`config.mk`:
```
export PLATFORM = sky130hd
export DESIGN_NAME = alternating_rgb_fade_sequencer_top
export DESIGN_NICKNAME = d
export VERILOG_FILES = /design/src/rtl/arfs_pkg.sv /design/src/rtl/alternating_rgb_fade_sequencer_top.sv
export SDC_FILE = /design/constraint.sdc
export NUM_CORES = 1
export LEC_CHECK = 0
export BUFFER_PORTS_ARGS = -buffer_cell sky130_fd_sc_hd__buf_2
export CORE_UTILIZATION = 45
export DETAILED_ROUTE_END_ITERATION = 10
export GPL_ROUTABILITY_DRIVEN = 0
export PLACE_DENSITY = 0.68
export SLEW_MARGIN = 0
export SYNTH_ARGS = -nofsm -noshare
export SYNTH_HDL_FRONTEND = slang
export SYNTH_SLANG_ARGS = --single-unit
```
`constraint.sdc`:
```
create_clock -name clk -period 16.2 [get_ports clk]
set_input_delay 2.43 -clock clk [delete_from_list [all_inputs] [get_ports clk]]
set_output_delay 2.43 -clock clk [all_outputs]
set_load 0.03 [all_outputs]
```
`src/rtl/arfs_pkg.sv`:
```
// Shared types, codes and the control program of the alternating RGB fade sequencer.
package arfs_pkg;

  localparam int unsigned StepW   = 4;
  localparam int unsigned ProgLen = 11;

  typedef logic [StepW-1:0] step_t;

  // Configuration register indexes.
  localparam logic [1:0] REG_SEGMENT_TICKS = 2'd0;
  localparam logic [1:0] REG_COLOR_A       = 2'd1;
  localparam logic [1:0] REG_COLOR_B       = 2'd2;

  // Command codes carried by a request.
  localparam logic [1:0] MODE_START = 2'd1;
  localparam logic [1:0] MODE_STOP  = 2'd2;

  // Color channel selects.
  localparam logic [1:0] CH_RED   = 2'd0;
  localparam logic [1:0] CH_GREEN = 2'd1;
  localparam logic [1:0] CH_BLUE  = 2'd2;

  typedef enum logic [1:0] {
    RUN_RUNNING = 2'd0,
    RUN_FADE    = 2'd1,
    RUN_LAST    = 2'd2,
    RUN_STOPPED = 2'd3
  } run_state_t;

  typedef enum logic [3:0] {
    OP_NOP,
    OP_ACCEPT,
    OP_DRAW,
    OP_INC,
    OP_CH_CLEAR,
    OP_SHOW_TARGET,
    OP_MUL,
    OP_DIV_STEP,
    OP_CH_WRITE,
    OP_SEG_END,
    OP_EMIT
  } op_t;

  typedef enum logic [3:0] {
    C_NEXT,
    C_JUMP,
    C_NO_ACCEPT,
    C_STOPPED,
    C_PAUSED,
    C_WITHIN,
    C_CNT_MORE,
    C_CH_MORE,
    C_OUT_BUSY
  } cond_t;

  typedef struct packed {
    op_t   op;
    cond_t cond;
    step_t target;
  } ctrl_word_t;

  // Step addresses used as jump targets.
  localparam step_t STEP_WAIT    = 4'd0;
  localparam step_t STEP_MUL     = 4'd6;
  localparam step_t STEP_DIV     = 4'd7;
  localparam step_t STEP_SEG_END = 4'd9;
  localparam step_t STEP_EMIT    = 4'd10;
  localparam step_t STEP_LAST    = 4'd10;

  // A taken condition loads the target; otherwise the step counter advances.
  localparam ctrl_word_t Prog [ProgLen] = '{
    '{OP_ACCEPT,      C_NO_ACCEPT, STEP_WAIT},     // wait for a request
    '{OP_NOP,         C_STOPPED,   STEP_EMIT},     // stopped: nothing advances
    '{OP_DRAW,        C_PAUSED,    STEP_SEG_END},  // paused: hold color and time
    '{OP_INC,         C_NEXT,      STEP_WAIT},     // advance elapsed
    '{OP_CH_CLEAR,    C_WITHIN,    STEP_MUL},      // interpolate when in range
    '{OP_SHOW_TARGET, C_JUMP,      STEP_SEG_END},
    '{OP_MUL,         C_NEXT,      STEP_WAIT},     // |diff| * elapsed
    '{OP_DIV_STEP,    C_CNT_MORE,  STEP_DIV},      // eight quotient bits
    '{OP_CH_WRITE,    C_CH_MORE,   STEP_MUL},      // next channel
    '{OP_SEG_END,     C_NEXT,      STEP_WAIT},
    '{OP_EMIT,        C_OUT_BUSY,  STEP_EMIT}      // wraps to the wait step
  };

endpackage

```
`src/rtl/alternating_rgb_fade_sequencer_top.sv`:
```
// Alternating RGB fade sequencer: microcoded control over a shared multiply and divide datapath.
// Each input request is one frame tick and yields exactly one result. For a request that
// interpolates, a small microprogram runs three channels one after another through one
// 8x16 multiplier and one restoring divider that produces one quotient bit per cycle. The
// next request is taken in the cycle after the result is loaded into the output register,
// which holds it while the receiver stalls. Configuration writes take effect at once and
// are meant to be made while the block is idle; segment_ticks is sampled at each segment
// start.
module alternating_rgb_fade_sequencer_top (
  input  logic        clk,
  input  logic        rst_n,
  input  logic        cfg_we,
  input  logic [1:0]  cfg_index,
  input  logic [23:0] cfg_wdata,
  input  logic        in_valid,
  output logic        in_stall,
  input  logic [1:0]  in_mode,
  input  logic        in_paused,
  output logic        out_valid,
  input  logic        out_stall,
  output logic [7:0]  out_red,
  output logic [7:0]  out_green,
  output logic [7:0]  out_blue,
  output logic        out_drawing
);

  import arfs_pkg::*;

  // Configuration.
  logic [15:0] seg_ticks_r;
  logic [23:0] color_a_r;
  logic [23:0] color_b_r;

  // Sequencer and fade state.
  step_t       pc_r;
  run_state_t  run_state_r;
  logic        phase_r;
  logic [15:0] elapsed_r;
  logic [15:0] seg_len_r;
  logic [23:0] start_color_r;
  logic [23:0] target_color_r;
  logic [23:0] shown_color_r;
  logic        drawing_r;
  logic        out_valid_r;

  // Datapath.
  logic        paused_r;
  logic [1:0]  ch_r;
  logic [2:0]  div_cnt_r;
  logic [15:0] rem_r;
  logic [7:0]  quo_r;
  logic        neg_r;
  logic [7:0]  out_red_r;
  logic [7:0]  out_green_r;
  logic [7:0]  out_blue_r;
  logic        out_drawing_r;

  ctrl_word_t  ctrl;
  logic        in_acc;
  logic        out_free;
  logic        cond_true;
  step_t       pc_nxt;

  logic [7:0]  s_byte;
  logic [7:0]  t_byte;
  logic        diff_neg;
  logic [7:0]  mag;
  logic [23:0] prod;
  logic [16:0] trial;
  logic        trial_ge;
  logic [16:0] trial_sub;
  logic [15:0] rem_nxt;
  logic [7:0]  chan_res;
  logic [23:0] shown_upd;
  logic [15:0] seg_ticks_eff;
  logic        seg_done;

  assign ctrl     = Prog[pc_r];
  assign in_stall = (pc_r != STEP_WAIT);
  assign in_acc   = in_valid && !in_stall;
  assign out_free = !out_valid_r || !out_stall;

  always_comb begin
    unique case (ctrl.cond)
      C_NEXT:      cond_true = 1'b0;
      C_JUMP:      cond_true = 1'b1;
      C_NO_ACCEPT: cond_true = !in_acc;
      C_STOPPED:   cond_true = (run_state_r == RUN_STOPPED);
      C_PAUSED:    cond_true = paused_r;
      C_WITHIN:    cond_true = (elapsed_r <= seg_len_r);
      C_CNT_MORE:  cond_true = (div_cnt_r != 3'd7);
      C_CH_MORE:   cond_true = (ch_r != CH_BLUE);
      C_OUT_BUSY:  cond_true = !out_free;
      default:     cond_true = 1'b0;
    endcase
    if (cond_true) begin
      pc_nxt = ctrl.target;
    end else if (pc_r == STEP_LAST) begin
      pc_nxt = STEP_WAIT;
    end else begin
      pc_nxt = pc_r + step_t'(1);
    end
  end

  // Channel operands of the current channel.
  always_comb begin
    unique case (ch_r)
      CH_RED: begin
        s_byte = start_color_r[23:16];
        t_byte = target_color_r[23:16];
      end
      CH_GREEN: begin
        s_byte = start_color_r[15:8];
        t_byte = target_color_r[15:8];
      end
      default: begin
        s_byte = start_color_r[7:0];
        t_byte = target_color_r[7:0];
      end
    endcase
  end

  // The divide works on the magnitude; truncation toward zero then follows from the sign.
  assign diff_neg  = (t_byte < s_byte);
  assign mag       = diff_neg ? (s_byte - t_byte) : (t_byte - s_byte);
  assign prod      = {16'd0, mag} * {8'd0, elapsed_r};

  assign trial     = {rem_r, quo_r[7]};
  assign trial_ge  = (trial >= {1'b0, seg_len_r});
  assign trial_sub = trial - {1'b0, seg_len_r};
  assign rem_nxt   = trial_ge ? trial_sub[15:0] : trial[15:0];

  assign chan_res  = neg_r ? (s_byte - quo_r) : (s_byte + quo_r);

  always_comb begin
    shown_upd = shown_color_r;
    unique case (ch_r)
      CH_RED:   shown_upd[23:16] = chan_res;
      CH_GREEN: shown_upd[15:8]  = chan_res;
      CH_BLUE:  shown_upd[7:0]   = chan_res;
      default:  shown_upd        = shown_color_r;
    endcase
  end

  assign seg_ticks_eff = (seg_ticks_r == 16'd0) ? 16'd1 : seg_ticks_r;
  assign seg_done      = (elapsed_r >= seg_len_r);

  always_ff @(posedge clk) begin
    if (!rst_n) begin
      seg_ticks_r    <= 16'd64;
      color_a_r      <= 24'h000000;
      color_b_r      <= 24'hFF0000;
      pc_r           <= STEP_WAIT;
      run_state_r    <= RUN_FADE;
      phase_r        <= 1'b0;
      elapsed_r      <= 16'd0;
      seg_len_r      <= 16'd1;
      start_color_r  <= 24'd0;
      target_color_r <= 24'd0;
      shown_color_r  <= 24'd0;
      drawing_r      <= 1'b0;
      out_valid_r    <= 1'b0;
    end else begin
      if (cfg_we) begin
        unique case (cfg_index)
          REG_SEGMENT_TICKS: seg_ticks_r <= cfg_wdata[15:0];
          REG_COLOR_A:       color_a_r   <= cfg_wdata;
          REG_COLOR_B:       color_b_r   <= cfg_wdata;
          default:           ;
        endcase
      end

      pc_r <= pc_nxt;

      if ((ctrl.op == OP_EMIT) && out_free) begin
        out_valid_r <= 1'b1;
      end else if (!out_stall) begin
        out_valid_r <= 1'b0;
      end

      unique case (ctrl.op)
        OP_ACCEPT: begin
          if (in_acc) begin
            drawing_r <= 1'b0;
            if (in_mode == MODE_START) begin
              run_state_r <= RUN_RUNNING;
            end else if (in_mode == MODE_STOP) begin
              run_state_r <= RUN_FADE;
            end
          end
        end
        OP_DRAW:        drawing_r     <= 1'b1;
        OP_INC:         elapsed_r     <= elapsed_r + 16'd1;
        OP_SHOW_TARGET: shown_color_r <= target_color_r;
        OP_CH_WRITE:    shown_color_r <= shown_upd;
        OP_SEG_END: begin
          if (seg_done) begin
            elapsed_r     <= 16'd0;
            start_color_r <= target_color_r;
            if (run_state_r == RUN_FADE) begin
              target_color_r <= 24'd0;
            end else begin
              target_color_r <= phase_r ? color_b_r : color_a_r;
            end
            seg_len_r <= seg_ticks_eff;
            phase_r   <= !phase_r;
            if (run_state_r == RUN_LAST) begin
              run_state_r <= RUN_STOPPED;
            end else if (run_state_r == RUN_FADE) begin
              run_state_r <= RUN_LAST;
            end
          end
        end
        default: ;
      endcase
    end
  end

  always_ff @(posedge clk) begin
    unique case (ctrl.op)
      OP_ACCEPT: begin
        if (in_acc) begin
          paused_r <= in_paused;
        end
      end
      OP_CH_CLEAR: ch_r <= CH_RED;
      OP_MUL: begin
        // The quotient fits in eight bits, so the upper product bits start the remainder.
        rem_r     <= prod[23:8];
        quo_r     <= prod[7:0];
        neg_r     <= diff_neg;
        div_cnt_r <= 3'd0;
      end
      OP_DIV_STEP: begin
        rem_r     <= rem_nxt;
        quo_r     <= {quo_r[6:0], trial_ge};
        div_cnt_r <= div_cnt_r + 3'd1;
      end
      OP_CH_WRITE: ch_r <= ch_r + 2'd1;
      OP_EMIT: begin
        if (out_free) begin
          out_red_r     <= shown_color_r[23:16];
          out_green_r   <= shown_color_r[15:8];
          out_blue_r    <= shown_color_r[7:0];
          out_drawing_r <= drawing_r;
        end
      end
      default: ;
    endcase
  end

  assign out_valid   = out_valid_r;
  assign out_red     = out_red_r;
  assign out_green   = out_green_r;
  assign out_blue    = out_blue_r;
  assign out_drawing = out_drawing_r;

endmodule
```
# == Word-level counts from Yosys, hierarchy flattened ==
# Memory sizes are Yosys's and may differ from the RTL's.
# Cells that the tools add are included.
# totals
regBits,233
mem_bits_ro,192
inputBits,34
out_inout_bits,27
word_cells,145
memories,1
# mem_list
name,depth,word_bits,read_ports,rd_clocked_by_memory_dff,write_ports,line_no,rtl
(no name shown),16,12,1,0,0,alternating_rgb_fade_sequencer_top.sv:78,assign ctrl = Prog[pc_r];
# op_classes
addsub,9
multipliers,1
n_lt_le_gt_ge,5
n_eq_ne,38
muxes,34
bitwise,1
reduce_logical,31
# ops
op,n
16-bit case mux with 2 select lines,2
16-bit two-way mux,3
24-bit two-way mux,2
24-bit case mux with 2 select lines,1
8-bit case mux with 2 select lines,3
8-bit two-way mux,5
4-bit by 3-bit == test with 1-bit output (second input constant),8
8-bit by 16-bit multiplier with 24-bit output,1
12-bit two-way mux,2
8-bit subtractor,3
2-bit AND reduction,11
4-bit == test (second input constant),5
17-bit by 16-bit >= comparator with 1-bit output,1
16-bit by 1-bit adder with 16-bit output (second input constant),1
4-bit by 2-bit == test with 1-bit output (second input constant),4
16-bit >= comparator,1
16-bit less-or-equal comparator,1
16-bit logical NOT,1
16-bit subtractor,1
2-bit two-way mux,6
2-bit nonzero test,6
2-bit == test (second input constant),5
3-bit inequality test (second input constant),3
8-bit adder,1
other kinds (22),42

# == Depth between registers and ports, before layout ==
# logic_depth
depth_word,7
ltp_mapped,36
mapped_depth_nobuf,31

# == Least setup slack after synthesis ==
# Ideal clock, no wire load.
# synth_timing
path_type,register to register
from,reg ch_r[0]
to,"reg rem_r[15], data pin"
arrival_ns,7.608
slack_ns,8.316
path_stages_with_launch,32
period_less_slack_ns,7.884
path_cell_list,edfxtp_1 -> inv_1 -> ha_1 -> buf_4 -> or3b_2 -> a211oi_1 -> inv_1 -> fa_1 -> nand2_1 -> o31ai_4 -> a41oi_2 -> buf_6 -> mux2_4 -> buf_4 -> buf_2 -> a311oi_1 -> o311ai_0 -> fa_1 -> fa_1 -> fa_1 -> inv_1 -> fa_1 -> inv_1 -> ha_1 -> and3_1 -> a31oi_1 -> o21ai_0 -> o31ai_1 -> a31oi_1 -> a41oi_1 -> mux2i_1 -> a311oi_1
# synth_via
elab_chain_cells,6
elab_cells_between_ends,10
cone_classes,2 x add/sub; 1 x mul; 1 x order compare; 1 x eq/ne; 4 x mux; 1 x reduce/logical
# synth_rtl
element,line_no,rtl
from (decl),alternating_rgb_fade_sequencer_top.sv:48,logic [1:0] ch_r;
from (signal assigned),alternating_rgb_fade_sequencer_top.sv:239,OP_CH_WRITE: ch_r <= ch_r + 2'd1;
2-bit by 1-bit == test with 1-bit output or 2-bit logical NOT (tied branches),alternating_rgb_fade_sequencer_top.sv:107,unique case (ch_r)
8-bit case mux with 2 select lines,alternating_rgb_fade_sequencer_top.sv:107,
8-bit less-than comparator *,alternating_rgb_fade_sequencer_top.sv:124,assign diff_neg = (t_byte < s_byte);
net diff_neg,alternating_rgb_fade_sequencer_top.sv:66,logic diff_neg;
8-bit two-way mux *,alternating_rgb_fade_sequencer_top.sv:125,assign mag = diff_neg ? (s_byte - t_byte) : (t_byte - s_byte);
8-bit by 16-bit multiplier with 24-bit output *,alternating_rgb_fade_sequencer_top.sv:126,"assign prod = {16'd0, mag} * {8'd0, elapsed_r};"
16-bit case mux with 2 select lines *,alternating_rgb_fade_sequencer_top.sv:220,unique case (ctrl.op)
to (signal assigned),alternating_rgb_fade_sequencer_top.sv:229,rem_r <= prod[23:8];
to (signal assigned),alternating_rgb_fade_sequencer_top.sv:235,rem_r <= rem_nxt;
to (decl),alternating_rgb_fade_sequencer_top.sv:50,logic [15:0] rem_r;
# The timed path passes the listed nets; every way through them passes the cells marked *.
# A chain may end at the register's enable or synchronous reset.

# == Worst setup path in the final report ==
# layout_timing
from,reg ch_r[0]
to,"reg rem_r[11], data pin"
# layout_via
elab_chain_cells,6
elab_cells_between_ends,10
cone_classes,2 x add/sub; 1 x mul; 1 x order compare; 1 x eq/ne; 4 x mux; 1 x reduce/logical
# layout_rtl
element,line_no
2-bit by 1-bit == test with 1-bit output or 2-bit logical NOT (tied branches),alternating_rgb_fade_sequencer_top.sv:107
8-bit case mux with 2 select lines,alternating_rgb_fade_sequencer_top.sv:107
8-bit subtractor or 8-bit less-than comparator (tied branches),"alternating_rgb_fade_sequencer_top.sv:125, alternating_rgb_fade_sequencer_top.sv:124"
8-bit two-way mux *,alternating_rgb_fade_sequencer_top.sv:125
8-bit by 16-bit multiplier with 24-bit output *,alternating_rgb_fade_sequencer_top.sv:126
16-bit case mux with 2 select lines *,alternating_rgb_fade_sequencer_top.sv:220
# Mark *: on every way between the ends. The rest lies on a longest branch, timed or not.

==> impl_metrics.json <==
{
  "outcome": "completed",
  "routed_wl_mm": 43.9,
  "yosysWarnings": 0,
  "clockBufferDepth": 3,
  "io-pin-count": 61,
  "whs_ps": 431,
  "place_hpwl_mm": 32.6,
  "grt_pass1_wl_mm": 72.7,
  "max_cap_violations": 0,
  "grt_max_degree": 100,
  "clkTransAtPathRegs_ps": 60,
  "synth_seq_cells": 233,
  "critPathCaptureType": "flop",
  "final_cell_mix": "307 x nand2_1, 191 x a21oi_1, 177 x dfxtp_1",
  "synth_cell_types": 79,
  "antenna_found_initial": 0,
  "holdCritPathClass": "reg2reg",
  "critPathMaxFanout": 44,
  "hold_violations": 0,
  "die_w_um": 197,
  "root_buffer": "clkbuf_16",
  "chipHeight_um": 197,
  "power_leakage_uw": 0.00749,
  "critPathArrivalTime_ps": 9980,
  "route.detailed.drc": 0,
  "final_common_cell": "nand2_1",
  "seq_area_um2": 5230,
  "ys_top_cells_by_area": "dfxtp_1 21%, fa_1 10%, edfxtp_1 9.8%",
  "async_flop_share_pct": 0,
  "die-area_um2": 38900,
  "post_cts_buffers": 0,
  "timing.setup.tns_ps": 0,
  "drv_slew": 0,
  "ir_drop_mv": 0.0721,
  "slowest_delay_ps": 710,
  "avgSynthCellArea_um2": 8.36,
  "min_period_ps": 9680,
  "nets": 2262,
  "rsz0062_at_grt": "no",
  "synth_area_um2": 17200,
  "numPortBuffers": 60,
  "worst_slew_pin_slew_ps": 1300,
  "grt_pass1_vias": 13900,
  "period_share_pct": 59.8,
  "multi_input_area_um2": 10900,
  "num_vias": 14400,
  "via_per_inst": 5.62,
  "syn-num-nets": 2282,
  "postCtsHoldBufs": 0,
  "grt_usage_pct": 23.0,
  "drtIter0Drc": 1161,
  "fmax_mhz": 103,
  "synth_top_area_share_pct": 20.6,
  "synthCells": 2053,
  "cts_made_buffers": 26,
  "cts_tree": "yes",
  "areaGrowthSynthToFinish_pct": 8.35,
  "startpoint_type": "flop",
  "crit_type": "reg2reg",
  "initial_core_util_pct": 45.7,
  "worstSkewPairLatency_ps": 550,
  "yosys.area.top_type": "dfxtp_1",
  "cp_slowest_cell": "ha_1",
  "synth-edff-count": 56,
  "fillers": 3594,
  "core.rowCount": 71,
  "cts_resized": 0,
  "crit_buf_inv": 3,
  "critPathTopFamily": "adder cells",
  "cts.sinks": 233,
  "wire_per_inst_um": 17.1,
  "drive_gt1_share_pct": 7.45,
  "yosys_most_used_dff": "dfxtp_1",
  "ys_seq_area_share_pct": 30.4,
  "grt_overflow": 0,
  "first_pass_iters": 5,
  "critPathRequiredTime_ps": 16500,
  "finalSetupViolations": 0,
  "relSlewSlack_pct": 13.6,
  "core_um2": 37600,
  "antenna_cells": 0,
  "h-tree-depth": 1,
  "finalClockSkew_ps": 22.5,
  "power_density_nw_per_um2": 79.1,
  "ant_nets": 0,
  "critPathMostFrequentCell": "fa_1"
}
## cell usage after synthesis, drive strengths merged, types with 6 or more instances
library cell / n
and2: 100
nand2b: 29
a21oi: 195
a211oi: 16
inv: 159
o21a: 8
o311ai: 15
nor2b: 43
o2111ai: 7
nor2: 127
a21o: 19
a2111oi: 6
nand4: 22
nor4: 8
a22o: 12
buf: 17
xnor2: 36
clkbuf: 107
a31oi: 24
or3: 32
xor2: 22
nand3: 33
or2: 8
fa: 88
nand2: 307
edfxtp: 56
mux2i: 50
nor3b: 10
nor3: 30
a311oi: 15
o31ai: 8
o21ai: 60
and3: 17
dfxtp: 177
mux2: 6
o211ai: 12
ha: 107
## worst reg2reg max path, stage by stage, from the launching register on
cell and delay, ps:
edfxtp_1 420, inv_1 100, ha_1 710, nor2_2 240, a21oi_1 310, ha_1 680, nor2_1 320, a21oi_1 100
a41oi_2 590, mux2_4 370, a21oi_4 670, xnor2_2 370, and2_1 290, fa_1 470, fa_1 530, fa_1 550
inv_1 60, fa_1 540, inv_1 50, ha_1 380, and3_1 240, a31oi_1 160, o21ai_0 150, o31ai_1 370
a31oi_1 220, a2111o_1 430, o21ai_0 80, a21oi_1 60
## flip-flops by register name, summed over array words and instances (netlist names), 2 cells and up
name,cells
out_red,8
quo_r,8
pc_r,4
run_state_r,2
ch_r,2
out_blue,8
out_green,8
div_cnt_r,3
seg_len_r,16
rem_r,16
color_a_r,24
target_color_r,24
elapsed_r,16
start_color_r,24
shown_color_r,24
seg_ticks_r,16
color_b_r,24
## worst paths after layout
path	endpoint	slack (ps)	from	cells past startpoint
setup / recovery	rem_r[11]$_DFFE_PP_	6520	ch_r[0]$_SDFFCE_PN0P_	27
hold reg to reg	out_green[5]$_DFFE_PP_	430	shown_color_r[13]$_SDFFE_PN0P_	0
setup reg to reg	rem_r[11]$_DFFE_PP_	6520	ch_r[0]$_SDFFCE_PN0P_	27
hold / removal	out_green[5]$_DFFE_PP_	430	shown_color_r[13]$_SDFFE_PN0P_	0
## layer usage
metal | GRT usage, % | part of all wire [%] | up-vias
met5 | 0 | 0 | -
met4 | 5.11 | 1.9 | 0
met3 | 3.24 | 6.4 | 59
li1 | - | - | 6994
met2 | 37.2 | 46 | 386
met1 | 32.5 | 46 | 6959
## power by group
group | internal [uW] | leakage [uW] | total [uW] | switching, uW
clock | 327 | 0.000402 | 570 | 243
sequential | 627 | 0.00192 | 656 | 28.6
combinational | 81.5 | 0.00516 | 244 | 162
## cell type report
type / instances / share of cell area (%)
repair buffers: 76 / 2.26
flip-flops and latches: 233 / 28.1
multi-input cells: 1537 / 58.5
clock inverters: 10 / 0.444
inverters: 159 / 3.22
clock buffers: 38 / 4.08
well taps: 511 / 3.44
## through the flow
stage / instances / util, % / area [um^2] / worst slack [ps] / power, uW
after floorplan: 2053 / - / 17200 / 8320 / 840
after global placement: 2516 / 47.2 / 17800 / 6860 / 903
after detailed placement: 2516 / 47.2 / 17800 / 6600 / 909
after CTS: 2564 / 49.5 / 18600 / 6570 / 1480
after global routing: 2564 / 49.5 / 18600 / 5830 / 1530
final: 2564 / 49.5 / 18600 / 6520 / 1470
## logic make-up (layout without fill, tap and decap cells)
logic type | count (synthesis) | after routing | share of synthesized area, %
adders and majority gates | 197 | 197 | 18.2
AOI/OAI and AO/OA | 439 | 439 | 16.3
muxes | 56 | 56 | 3.35
xor gates and xnor gates | 58 | 58 | 3.00
and+or+nand+nor | 787 | 787 | 22.3
DFF | 233 | 233 | 30.4
buffers and inverters | 283 | 283 | 6.42
Power figures use the tool's default switching activity.
